`config.mk`:
```
export PLATFORM = sky130hd
export DESIGN_NAME = iate_ctrl
export DESIGN_NICKNAME = d
export VERILOG_FILES = /design/src/sv/iate_pkg.sv /design/src/sv/iate_ctrl.sv
export SDC_FILE = /design/constraint.sdc
export NUM_CORES = 1
export LEC_CHECK = 0
export ABC_AREA = 1
export BUFFER_PORTS_ARGS = -buffer_cell sky130_fd_sc_hd__clkbuf_2
export CAP_MARGIN = 20
export CORE_AREA = 2 2 72 74
export DETAILED_ROUTE_END_ITERATION = 8
export DIE_AREA = 0 0 74 76
export GPL_TIMING_DRIVEN = 0
export PLACE_DENSITY = 0.56
export SYNTH_ARGS = -nofsm -noshare
export SYNTH_HDL_FRONTEND = slang
export SYNTH_SLANG_ARGS = --single-unit
```
`constraint.sdc`:
```
create_clock -name aclk -period 3.64 [get_ports aclk]
set_input_delay 0.364 -clock aclk [delete_from_list [all_inputs] [get_ports aclk]]
set_output_delay 0.364 -clock aclk [all_outputs]
set_load 0.02 [all_outputs]
```
`src/sv/iate_pkg.sv`:
```
`default_nettype none
package iate_pkg;

    localparam int DEPTH_DEF = 256;

    localparam logic [3:0] OP_PUSH    = 4'd0;
    localparam logic [3:0] OP_POP     = 4'd1;
    localparam logic [3:0] OP_GET     = 4'd2;
    localparam logic [3:0] OP_SET     = 4'd3;
    localparam logic [3:0] OP_INSERT  = 4'd4;
    localparam logic [3:0] OP_DELETE  = 4'd5;
    localparam logic [3:0] OP_MAX     = 4'd6;
    localparam logic [3:0] OP_MIN     = 4'd7;
    localparam logic [3:0] OP_SUM     = 4'd8;
    localparam logic [3:0] OP_REVERSE = 4'd9;
    localparam logic [3:0] OP_ROTL    = 4'd10;
    localparam logic [3:0] OP_SORTED  = 4'd11;
    localparam logic [3:0] OP_SEARCH  = 4'd12;

    typedef enum logic [2:0] {
        ST_OK, ST_EMPTY, ST_RANGE, ST_FULL, ST_UNSORTED, ST_NOTFOUND
    } status_t;

    typedef enum logic [4:0] {
        S_IDLE, S_DISP, S_RD, S_RDLD, S_INS_CHK, S_INS_WR, S_DEL_CHK, S_DEL_WR,
        S_RED_RD, S_RED_LD, S_RED_CHK, S_RED_OP, S_SR_CHK, S_SR_CMP,
        S_REV_CHK, S_REV_B, S_REV_C, S_REV_D, S_ROT_RD, S_ROT_LD, S_FIN
    } state_t;

    typedef enum logic [2:0] {RS_LO, RS_LOP1, RS_HI, RS_HIM1, RS_MID} rd_sel_t;
    typedef enum logic [1:0] {WA_CNT, WA_POS, WA_LO, WA_HI} wa_sel_t;
    typedef enum logic [1:0] {WD_OPER, WD_RD, WD_TMP} wd_sel_t;
    typedef enum logic [3:0] {
        IX_HOLD, IX_ZERO, IX_POS, IX_CNT, IX_CNTM1, IX_INC, IX_DEC, IX_MIDP1, IX_MIDM1
    } idx_op_t;
    typedef enum logic [1:0] {CN_HOLD, CN_INC, CN_DEC} cnt_op_t;
    typedef enum logic [2:0] {AC_HOLD, AC_LOAD, AC_ADD, AC_MAX, AC_MIN} acc_op_t;

    typedef struct packed {
        logic    take;
        logic    rd_en;
        rd_sel_t rd_sel;
        logic    wr_en;
        wa_sel_t wa_sel;
        wd_sel_t wd_sel;
        idx_op_t lo_op;
        idx_op_t hi_op;
        cnt_op_t cnt_op;
        acc_op_t acc_op;
        logic    tmp_load;
        logic    sort_set;
        logic    sort_chk;
        logic    out_load;
        status_t out_status;
        logic    res_acc;
        logic    found_mid;
        logic    show_sorted;
    } dp_cmd_t;

    typedef struct packed {
        logic cnt_zero;
        logic cnt_full;
        logic pos_ge_cnt;
        logic pos_gt_cnt;
        logic hi_gt_pos;
        logic lop1_lt_cnt;
        logic lo_lt_cnt;
        logic lo_lt_hi;
        logic lo_le_hi;
        logic key_eq;
        logic key_lt;
        logic sorted;
    } dp_stat_t;

endpackage
`default_nettype wire

```
`src/sv/iate_ctrl.sv`:
```
`default_nettype none
module iate_ctrl
    import iate_pkg::*;
(
    input  wire logic       aclk,
    input  wire logic       aresetn,
    input  wire logic       s_valid,
    output logic            s_ready,
    input  wire logic [3:0] s_opcode,
    output logic            m_valid,
    input  wire logic       m_ready,
    input  wire dp_stat_t   stat,
    output dp_cmd_t         cmd
);

    state_t     state_reg, state_next;
    logic [3:0] op_reg, op_next;
    status_t    st_reg, st_next;
    logic       res_reg, res_next, fnd_reg, fnd_next, shw_reg, shw_next;
    logic       m_valid_reg, m_valid_next;

    always_ff @(posedge aclk) begin
        if (!aresetn) begin
            state_reg   <= S_IDLE;
            m_valid_reg <= 1'b0;
        end else begin
            state_reg   <= state_next;
            m_valid_reg <= m_valid_next;
        end
        op_reg  <= op_next;
        st_reg  <= st_next;
        res_reg <= res_next;
        fnd_reg <= fnd_next;
        shw_reg <= shw_next;
    end

    always_comb begin
        state_next   = state_reg;
        op_next      = op_reg;
        st_next      = st_reg;
        res_next     = res_reg;
        fnd_next     = fnd_reg;
        shw_next     = shw_reg;
        m_valid_next = m_valid_reg && !m_ready;
        s_ready      = 1'b0;
        cmd          = '0;
        case (state_reg)
            S_IDLE: begin
                s_ready = 1'b1;
                if (s_valid) begin
                    cmd.take   = 1'b1;
                    op_next    = s_opcode;
                    state_next = S_DISP;
                end
            end
            S_DISP: begin
                st_next    = ST_OK;
                res_next   = 1'b0;
                fnd_next   = 1'b0;
                shw_next   = 1'b0;
                state_next = S_FIN;
                case (op_reg)
                    OP_PUSH: begin
                        if (stat.cnt_full) begin
                            st_next = ST_FULL;
                        end else begin
                            cmd.wr_en  = 1'b1;
                            cmd.wa_sel = WA_CNT;
                            cmd.wd_sel = WD_OPER;
                            cmd.cnt_op = CN_INC;
                        end
                    end
                    OP_POP: begin
                        if (stat.cnt_zero) begin
                            st_next = ST_EMPTY;
                        end else begin
                            cmd.cnt_op = CN_DEC;
                            cmd.lo_op  = IX_CNTM1;
                            state_next = S_RD;
                        end
                    end
                    OP_GET: begin
                        if (stat.cnt_zero) begin
                            st_next = ST_EMPTY;
                        end else if (stat.pos_ge_cnt) begin
                            st_next = ST_RANGE;
                        end else begin
                            cmd.lo_op  = IX_POS;
                            state_next = S_RD;
                        end
                    end
                    OP_SET: begin
                        if (stat.pos_ge_cnt) begin
                            st_next = ST_RANGE;
                        end else begin
                            cmd.wr_en  = 1'b1;
                            cmd.wa_sel = WA_POS;
                            cmd.wd_sel = WD_OPER;
                        end
                    end
                    OP_INSERT: begin
                        if (stat.pos_gt_cnt) begin
                            st_next = ST_RANGE;
                        end else if (stat.cnt_full) begin
                            st_next = ST_FULL;
                        end else begin
                            cmd.hi_op  = IX_CNT;
                            state_next = S_INS_CHK;
                        end
                    end
                    OP_DELETE: begin
                        if (stat.pos_ge_cnt) begin
                            st_next = ST_RANGE;
                        end else begin
                            cmd.lo_op  = IX_POS;
                            state_next = S_DEL_CHK;
                        end
                    end
                    OP_MAX, OP_MIN, OP_SUM, OP_SORTED, OP_SEARCH: begin
                        if (stat.cnt_zero) begin
                            st_next = ST_EMPTY;
                        end else begin
                            cmd.lo_op    = IX_ZERO;
                            cmd.sort_set = 1'b1;
                            state_next   = S_RED_RD;
                        end
                    end
                    OP_REVERSE: begin
                        if (stat.cnt_zero) begin
                            st_next = ST_EMPTY;
                        end else begin
                            cmd.lo_op  = IX_ZERO;
                            cmd.hi_op  = IX_CNTM1;
                            state_next = S_REV_CHK;
                        end
                    end
                    OP_ROTL: begin
                        if (stat.cnt_zero) begin
                            st_next = ST_EMPTY;
                        end else begin
                            cmd.lo_op  = IX_ZERO;
                            state_next = S_ROT_RD;
                        end
                    end
                    default: begin
                        st_next = ST_OK;
                    end
                endcase
            end
            S_RD: begin
                cmd.rd_en  = 1'b1;
                cmd.rd_sel = RS_LO;
                state_next = S_RDLD;
            end
            S_RDLD: begin
                cmd.acc_op = AC_LOAD;
                res_next   = 1'b1;
                state_next = S_FIN;
            end
            S_INS_CHK: begin
                if (stat.hi_gt_pos) begin
                    cmd.rd_en  = 1'b1;
                    cmd.rd_sel = RS_HIM1;
                    state_next = S_INS_WR;
                end else begin
                    cmd.wr_en  = 1'b1;
                    cmd.wa_sel = WA_POS;
                    cmd.wd_sel = WD_OPER;
                    cmd.cnt_op = CN_INC;
                    state_next = S_FIN;
                end
            end
            S_INS_WR: begin
                cmd.wr_en  = 1'b1;
                cmd.wa_sel = WA_HI;
                cmd.wd_sel = WD_RD;
                cmd.hi_op  = IX_DEC;
                state_next = S_INS_CHK;
            end
            S_DEL_CHK: begin
                if (stat.lop1_lt_cnt) begin
                    cmd.rd_en  = 1'b1;
                    cmd.rd_sel = RS_LOP1;
                    state_next = S_DEL_WR;
                end else begin
                    if (op_reg == OP_ROTL) begin
                        cmd.wr_en  = 1'b1;
                        cmd.wa_sel = WA_LO;
                        cmd.wd_sel = WD_TMP;
                    end else begin
                        cmd.cnt_op = CN_DEC;
                    end
                    state_next = S_FIN;
                end
            end
            S_DEL_WR: begin
                cmd.wr_en  = 1'b1;
                cmd.wa_sel = WA_LO;
                cmd.wd_sel = WD_RD;
                cmd.lo_op  = IX_INC;
                state_next = S_DEL_CHK;
            end
            S_RED_RD: begin
                cmd.rd_en  = 1'b1;
                cmd.rd_sel = RS_LO;
                cmd.lo_op  = IX_INC;
                state_next = S_RED_LD;
            end
            S_RED_LD: begin
                cmd.acc_op   = AC_LOAD;
                cmd.tmp_load = 1'b1;
                state_next   = S_RED_CHK;
            end
            S_RED_CHK: begin
                if (stat.lo_lt_cnt) begin
                    cmd.rd_en  = 1'b1;
                    cmd.rd_sel = RS_LO;
                    cmd.lo_op  = IX_INC;
                    state_next = S_RED_OP;
                end else begin
                    state_next = S_FIN;
                    if (op_reg == OP_SORTED) begin
                        shw_next = 1'b1;
                    end else if (op_reg == OP_SEARCH) begin
                        shw_next = 1'b1;
                        if (stat.sorted) begin
                            cmd.lo_op  = IX_ZERO;
                            cmd.hi_op  = IX_CNTM1;
                            state_next = S_SR_CHK;
                        end else begin
                            st_next = ST_UNSORTED;
                        end
                    end else begin
                        res_next = 1'b1;
                    end
                end
            end
            S_RED_OP: begin
                case (op_reg)
                    OP_MAX:  cmd.acc_op = AC_MAX;
                    OP_MIN:  cmd.acc_op = AC_MIN;
                    OP_SUM:  cmd.acc_op = AC_ADD;
                    default: cmd.acc_op = AC_HOLD;
                endcase
                cmd.tmp_load = 1'b1;
                cmd.sort_chk = 1'b1;
                state_next   = S_RED_CHK;
            end
            S_SR_CHK: begin
                if (stat.lo_le_hi) begin
                    cmd.rd_en  = 1'b1;
                    cmd.rd_sel = RS_MID;
                    state_next = S_SR_CMP;
                end else begin
                    st_next    = ST_NOTFOUND;
                    state_next = S_FIN;
                end
            end
            S_SR_CMP: begin
                if (stat.key_eq) begin
                    fnd_next   = 1'b1;
                    state_next = S_FIN;
                end else begin
                    if (stat.key_lt) begin
                        cmd.hi_op = IX_MIDM1;
                    end else begin
                        cmd.lo_op = IX_MIDP1;
                    end
                    state_next = S_SR_CHK;
                end
            end
            S_REV_CHK: begin
                if (stat.lo_lt_hi) begin
                    cmd.rd_en  = 1'b1;
                    cmd.rd_sel = RS_LO;
                    state_next = S_REV_B;
                end else begin
                    state_next = S_FIN;
                end
            end
            S_REV_B: begin
                cmd.rd_en    = 1'b1;
                cmd.rd_sel   = RS_HI;
                cmd.tmp_load = 1'b1;
                state_next   = S_REV_C;
            end
            S_REV_C: begin
                cmd.wr_en  = 1'b1;
                cmd.wa_sel = WA_LO;
                cmd.wd_sel = WD_RD;
                state_next = S_REV_D;
            end
            S_REV_D: begin
                cmd.wr_en  = 1'b1;
                cmd.wa_sel = WA_HI;
                cmd.wd_sel = WD_TMP;
                cmd.lo_op  = IX_INC;
                cmd.hi_op  = IX_DEC;
                state_next = S_REV_CHK;
            end
            S_ROT_RD: begin
                cmd.rd_en  = 1'b1;
                cmd.rd_sel = RS_LO;
                state_next = S_ROT_LD;
            end
            S_ROT_LD: begin
                cmd.tmp_load = 1'b1;
                state_next   = S_DEL_CHK;
            end
            S_FIN: begin
                // Hold until the output register is free
                if (!m_valid_reg || m_ready) begin
                    cmd.out_load    = 1'b1;
                    cmd.out_status  = st_reg;
                    cmd.res_acc     = res_reg;
                    cmd.found_mid   = fnd_reg;
                    cmd.show_sorted = shw_reg;
                    m_valid_next    = 1'b1;
                    state_next      = S_IDLE;
                end
            end
            default: begin
                state_next = S_IDLE;
            end
        endcase
    end

    assign m_valid = m_valid_reg;

endmodule
`default_nettype wire

```
==> summary.txt, run 1 <==
Power and ir drop
  – Cell Int Power: 0.5978 mW
  – Sequential power share: 23.2%
  – Pwr dens: 653.1 nW/um^2
  – Clock power share: 10.9%
  – Sw Ratio: 55.07%
  – Combinational share of power: 65.8%
  – Tot Pwr: 1.330 mW
  – VDD IR max: 0.2512 mV
  – Leakage: 1.151 nW
  – Sw power: 0.7326 mW

Setup path
  – Buf+Inv Stages, Crit Path: 2
  – CP peak stage delay: 0.63 ns
  – CP Cell Sequence: nor2_1, inv_1, nor3_1, clkbuf_2
  – Critical path endpoint category: primary output
  – Max FO, Critical Path: 6
  – Crit path DAT: 2.03 ns
  – Worst reg-to-reg path cell count: 5
  – Worst reg2reg path startpoint: op_reg[0]
  – Delay-heaviest family, CP: simple AND/OR/NAND/NOR gates
  – WS Path Type: reg2out
  – Crit-path slowest cell: nor3_1
  – Critical R2R Capture: st_reg[1]
  – Flop2flop setup slack: 1.78 ns
  – Critical Path Start Type: flop
  – Worst EP required: 3.28 ns

Floorplanning
  – Initial Util: 33.47%
  – Die ar.: 5624 sq um
  – Rows: 26
  – Die H: 76 um
  – Die width: 74 um
  – Core area: 4912 sq um
  – Io pins: 55

Clock tree
  – Clock Path Buffers: 2
  – H-tree levels: 1
  – CTS root buf: clkbuf_8
  – Sink Count: 16
  – Post-CTS Setup Inserts: 0
  – Post-cts sizing count: 0
  – CTS Hold Buffers Added: 0
  – Clock latency on the worst-skew pair: 0.26 ns
  – Reg clk slew, reported paths: 0.07 ns
  – Total CTS buffers: 3
  – CTS tree: yes

Routing
  – First drt pass iteration count: 5
  – Wire length on met1: 2.368 mm
  – WL final: 5.238 mm
  – DRC: 0
  – DRT iter0 DRCs: 192
  – Routed vias: 1980
  – WL/cell: 12.78 um
  – Met2 WL: 2.424 mm
  – WL met3: 365 um
  – Vias per inst: 4.829
  – DRT antenna net count: 0
  – Top sig layer: met4

GRT
  – Largest net degree at the start of global routing: 11
  – Initial antenna violation count: 0
  – Overall Global Routing Usage: 19.19%
  – Vias in the first global route: 1755
  – First-pass GRT wire length: 8.342 mm
  – Total grt overflow: 0

Timing
  – Rel. slew slack: 52.32%
  – Setup ws final: 1.249 ns
  – Period utilization: 65.70%
  – RSZ-0062 raised after global routing: false
  – Fmax: 418.2 MHz
  – Clock skew: 0.001605 ns
  – Final Setup Violations: 0
  – Slew Limit Fails: 0
  – Final hold vios: 0
  – Setup TNS: 0 ns
  – Worst Max-Slew Pin Slew: 0.7097 ns
  – Period minus WS final: 2.391 ns
  – Min Hold Slack: 0.2761 ns

Finish
  – Leading cell type in the layout, fill and taps excluded: nand2_1
  – Area Growth Syn to Fin: 23.90%
  – Most frequent cells in the layout: nand2_1, clkbuf_2, nor2_1, inv_1, nand3_1
  – Layout cell share with drive strength beyond 1: 23.53%
  – Antenna Cells: 0
  – Nets: 361
  – Number of flip-flops in the largest register: 5

Placed design
  – DP HPWL: 4.385 mm
  – Worst slack at placement: 1.484 ns
  – Port buffer count: 52
  – GPL Wtd Cong: 0.9348

Synthesis
  – Post-synthesis cell type count: 30
  – Mapped Avg Cell Area: 5.789 sq um
  – Synth warn: 0
  – Mapped Cells: 284
  – Flops & latches, synth: 16
  – Sequential element share of the synthesized area: 25.57%
  – Cell area after synthesis: 1644 sq um
  – Syn_nets: 304

Min path
  – WHS Endpoint: op_reg[0]
  – Hold Crit Class: in2reg
  – Min-delay src: s_opcode[0]
  – Hold path depth: 1

Status
  – Status: completed

Job
  – Maxcap violations: 0
-- per-layer routing --
layer,vias up,GRT usage [%]
met5,-,0
met1,867,27.17
met3,8,1.852
met2,92,30.27
li1,1013,-
met4,0,6.182
-- worst register-to-register path, stage by stage, from the launching register on --
cell and delay, ns:
edfxtp_1 0.46, nor2_1 0.41, nand3_2 0.17, nor3_1 0.18
o22ai_1 0.10, nor2_1 0.23
-- synthesized netlist by cell type --
master     count  area share [%]
inv_1         48              11
clkbuf_1       1            0.23
o221ai_1       1            0.53
nor3_2         1            0.61
inv_2          7             1.6
nand3_1       17             5.2
nand3_2        1            0.61
o22ai_1        4             1.5
nor3_1         9             2.7
o211ai_1       3             1.4
nand2_2        1            0.38
dfxtp_1        6             7.3
o21ai_1        3            0.91
nor2_2         7             2.7
conb_1         1            0.23
nor2_1        50              11
o2111ai_1      1            0.53
a31oi_1        2            0.76
buf_4          3             1.4
nor4_1         1            0.38
a21oi_1       11             3.3
a21oi_2        1            0.53
nor2_4         2             1.4
nand2_1       74              17
o21ai_0       11             3.3
o31ai_1        1            0.46
nor2_8         2             2.4
nand3b_1       2            0.91
nand4_1        3             1.1
edfxtp_1      10              18
-- power by group through the flow --
stage	clock network [mW]	logic [mW]	registers, mW
after floorplan	0	0.637	0.305
after global placement	0	0.880	0.311
after detailed placement	0	0.876	0.313
after CTS	0.146	0.879	0.309
after global routing	0.156	0.968	0.317
final	0.146	0.876	0.309
-- cell type report --
| class | count | area [sq um] |
|---|---|---|
| Buffer | 4 | 26.28 |
| Clock buffer | 3 | 41.29 |
| Multi-Input combinational cell | 209 | 991.0 |
| Inverter | 55 | 206.4 |
| Tap cell | 70 | 87.58 |
| Sequential cell | 16 | 420.4 |
| Clock inverter | 1 | 3.754 |
| Fill cell | 556 | 2875 |
| Timing Repair Buffer | 52 | 260.3 |
-- worst max path at each step --
| stage | from | to | slack, ns | depth (start not counted) |
|---|---|---|---|---|
| after global routing | state_reg[0] | cmd[32] | 1.02 | 4 |
| after detailed placement | state_reg[0] | cmd[32] | 1.48 | 4 |
| after CTS | state_reg[0] | cmd[32] | 1.20 | 4 |
| after global placement | state_reg[0] | cmd[32] | 1.44 | 4 |
| final | state_reg[0] | cmd[32] | 1.25 | 4 |
| after floorplan | state_reg[2] | cmd[27] | 1.78 | 7 |
-- logic make-up (layout without fill, tap and decap cells) --
kind of cell,count (synthesis),count (layout),share of synthesized area [%]
other,1,1,0.2281
buffers and inverters,59,115,14.16
AO/OA/AOI/OAI,38,38,13.32
AND/OR/NAND/NOR,170,170,46.73
flip-flops,16,16,25.57
-- through the flow --
step	cell area [sq um]	instances	utilization (%)
after floorplan	1644	284	-
after global placement	1992	406	40.55
after detailed placement	1992	406	40.55
after CTS	2037	410	41.47
after global routing	2037	410	41.47
final	2037	410	41.47
No activity file was read; power rests on OpenSTA's default activity.
==> run 2: changes to the inputs <==
- PLACE_DENSITY: 0.56 -> 0.58
- clock period: 3.64 -> 2.15 ns (I/O delays scaled with it)
==> run 2 against run 1 <==
Against the previous run: final cell count up 0.98%; non-clock buffer count up 4; worst hold slack worse by 0.15 ns; via count down 1.3%; die area unchanged; combinational power up 78%; first-iteration DRC count down 19%; global-route usage down 0.18 points; design area up 3.7%; routed wire length down 0.17%; critical endpoint is now cmd[8]; highest routed layer unchanged.
==> summary.txt, run 2 (same netlist as run 1, synthesis figures left out) <==
GRT
  – GR Layer Usage met2: 29.91% (-0.36 points)
  – GR peak layer: met2
  – Vias in the first global route: 1771 (+0.91%)
  – Overall Global Routing Usage: 19.01% (-0.18 points)
  – Largest net degree at the start of global routing: 11 (unchanged)
  – GR Util met3: 2.116% (+0.26 points)
  – GRT met1 Usage: 26.86% (-0.31 points)
  – Total grt overflow: 0 (unchanged)
  – First-pass GRT wire length: 8.286 mm (-0.67%)
  – Initial antenna violation count: 0 (unchanged)

Timing
  – Final hold vios: 0 (unchanged)
  – Slew Limit Fails: 0 (unchanged)
  – RSZ-0062 raised after global routing: true
  – Final Setup Violations: 0 (unchanged)
  – Fmax: 488.4 MHz
  – Min Hold Slack: 0.1243 ns (-0.1518 ns)
  – Clock skew: 0.002100 ns (+0.0004957 ns)
  – Period utilization: 95.23%
  – Setup TNS: 0 ns (unchanged)
  – Period minus WS final: 2.047 ns

Clock tree
  – H-tree levels: 1 (unchanged)
  – CTS tree: yes
  – Sink Count: 16 (unchanged)
  – CTS root buf: clkbuf_8
  – Clock latency on the worst-skew pair: 0.26 ns (about the same)
  – Total CTS buffers: 3 (unchanged)
  – Clock Path Buffers: 2 (unchanged)
  – Reg clk slew, reported paths: 0.07 ns (about the same)

Setup path
  – Max FO, Critical Path: 6 (unchanged)
  – Flop2flop setup slack: 0.41 ns (-1.37 ns)
  – Crit path DAT: 1.83 ns (-0.20 ns)
  – Critical Path Start Type: flop
  – Critical path endpoint category: primary output
  – WS Path Type: reg2out
  – Worst EP required: 1.93 ns (-1.35 ns)

Placed design
  – DP HPWL: 4.300 mm (-1.9%)
  – GPL Wtd Cong: 0.9609 (+2.8%)
  – Port buffer count: 52 (unchanged)

Finish
  – Layout cell share with drive strength beyond 1: 26.74% (+3.2 points)
  – Area taken by multi-input logic gates: 1016 sq um (+2.5%)
  – Filler cells: 568 (+2.2%)
  – Leading cell type in the layout, fill and taps excluded: nand2_1
  – Nets: 365 (+1.1%)
  – Number of flip-flops in the largest register: 5 (unchanged)
  – Antenna Cells: 0 (unchanged)
  – Most frequent cells in the layout: nand2_1, clkbuf_2, nor2_1, inv_1, nand3_1
  – Area Growth Syn to Fin: 28.46%
  – Flip-flop and latch area: 425.4 sq um (+1.2%)

Routing
  – WL final: 5.229 mm (-0.17%)
  – First drt pass iteration count: 4 (-1)
  – DRT iter0 DRCs: 156 (-19%)
  – Vias per inst: 4.722 (-2.2%)
  – DRT antenna net count: 0 (unchanged)
  – Routed vias: 1955 (-1.3%)
  – WL/cell: 12.63 um (-1.1%)
  – DRC: 0 (unchanged)

Floorplanning
  – Io pins: 55 (unchanged)
  – Die H: 76 um (unchanged)
  – Initial Util: 33.47% (unchanged)
  – Die ar.: 5624 sq um (unchanged)
  – Core area: 4912 sq um (unchanged)
  – Die width: 74 um (unchanged)
  – Rows: 26 (unchanged)

Power and ir drop
  – Cell Int Power: 1.080 mW (+81%)
  – Sw Ratio: 53.94% (-1.1 points)
  – Combinational share of power: 66.5% (+0.7 points)
  – Sw power: 1.265 mW (+73%)
  – Tot Pwr: 2.346 mW (+76%)
  – Leakage: 1.179 nW (+2.4%)
  – Sequential power share: 22.5% (-0.7 points)
  – VDD IR max: 0.4424 mV (+76%)
  – Clock power share: 11.0% (about the same)
  – Pwr dens: 1111 nW/um^2 (+70%)

Job
  – Maxcap violations: 0 (unchanged)

Min path
  – Hold Crit Class: in2reg

Status
  – Status: completed
run 2: cell count changes in the layout (fill, tap and decap cells not counted), sizes merged:
cell / before / now
buf: 3 / 8
clkinv: 1 / 0
run 2: through the flow:
stage                     setup WS [ns]  instances  util, %  instance area, sq um
after floorplan                  0.3348        284        -                  1644
after global placement          0.06835        406    40.55                  1992
after detailed placement         0.1169        406    40.55                  1992
after CTS                       0.05042        410    41.62                  2044
after global routing           -0.06076        414    43.00                  2112
final                            0.1026        414    43.00                  2112
run 2: metal layers:
metal / wire, um / vias to the layer above / share of wire (%)
li1: - / 1021 / -
met1: 2444 / 869 / 47
met2: 2450 / 58 / 47
met3: 251 / 7 / 4.8
met4: 83 / 0 / 1.6
met5: 0 / - / 0
run 2: layout make-up:
type	count	area share, %
plain buffers	4	1.244
clock buffers	4	2.133
inverters	55	9.775
multi-input cells	209	48.10
flip-flops and latches	16	20.14
well taps	70	4.147
repair buffers	56	14.45
run 2: power groups by stage:
stage | combinational [mW] | sequential (mW) | clock [mW]
6_report | 1.56 | 0.528 | 0.258
5_1_grt | 1.73 | 0.542 | 0.270
4_1_cts | 1.49 | 0.520 | 0.256
3_5_place_dp | 1.48 | 0.526 | 0
3_3_place_gp | 1.47 | 0.522 | 0
2_1_floorplan | 1.08 | 0.516 | 0
run 2: path summary, 6_finish.rpt:
check / depth (start not counted) / startpoint / end
setup / recovery: 6 / op_reg[0] / cmd[8]
hold / removal: 1 / s_opcode[0] / op_reg[0]
setup reg to reg: 10 / state_reg[4] / st_reg[0]
hold reg to reg: 4 / m_valid / m_valid
run 2: timing repair:
action | in CTS | in global routing
hold endpoints to repair | 0 | 0
endpoints found under the setup margin | 2 | 7
gates resized for setup | 2 | 11
buffers inserted | 0 | 4
pin swaps | 0 | 1
hold buffers | 0 | 0
run 2: critical path, stage by stage (launching register included):
cell	delay, ns
edfxtp_1	0.48
nor2_2	0.27
nand3_2	0.14
o21ai_1	0.25
nor2_1	0.12
nor2_1	0.13
clkbuf_2	0.18
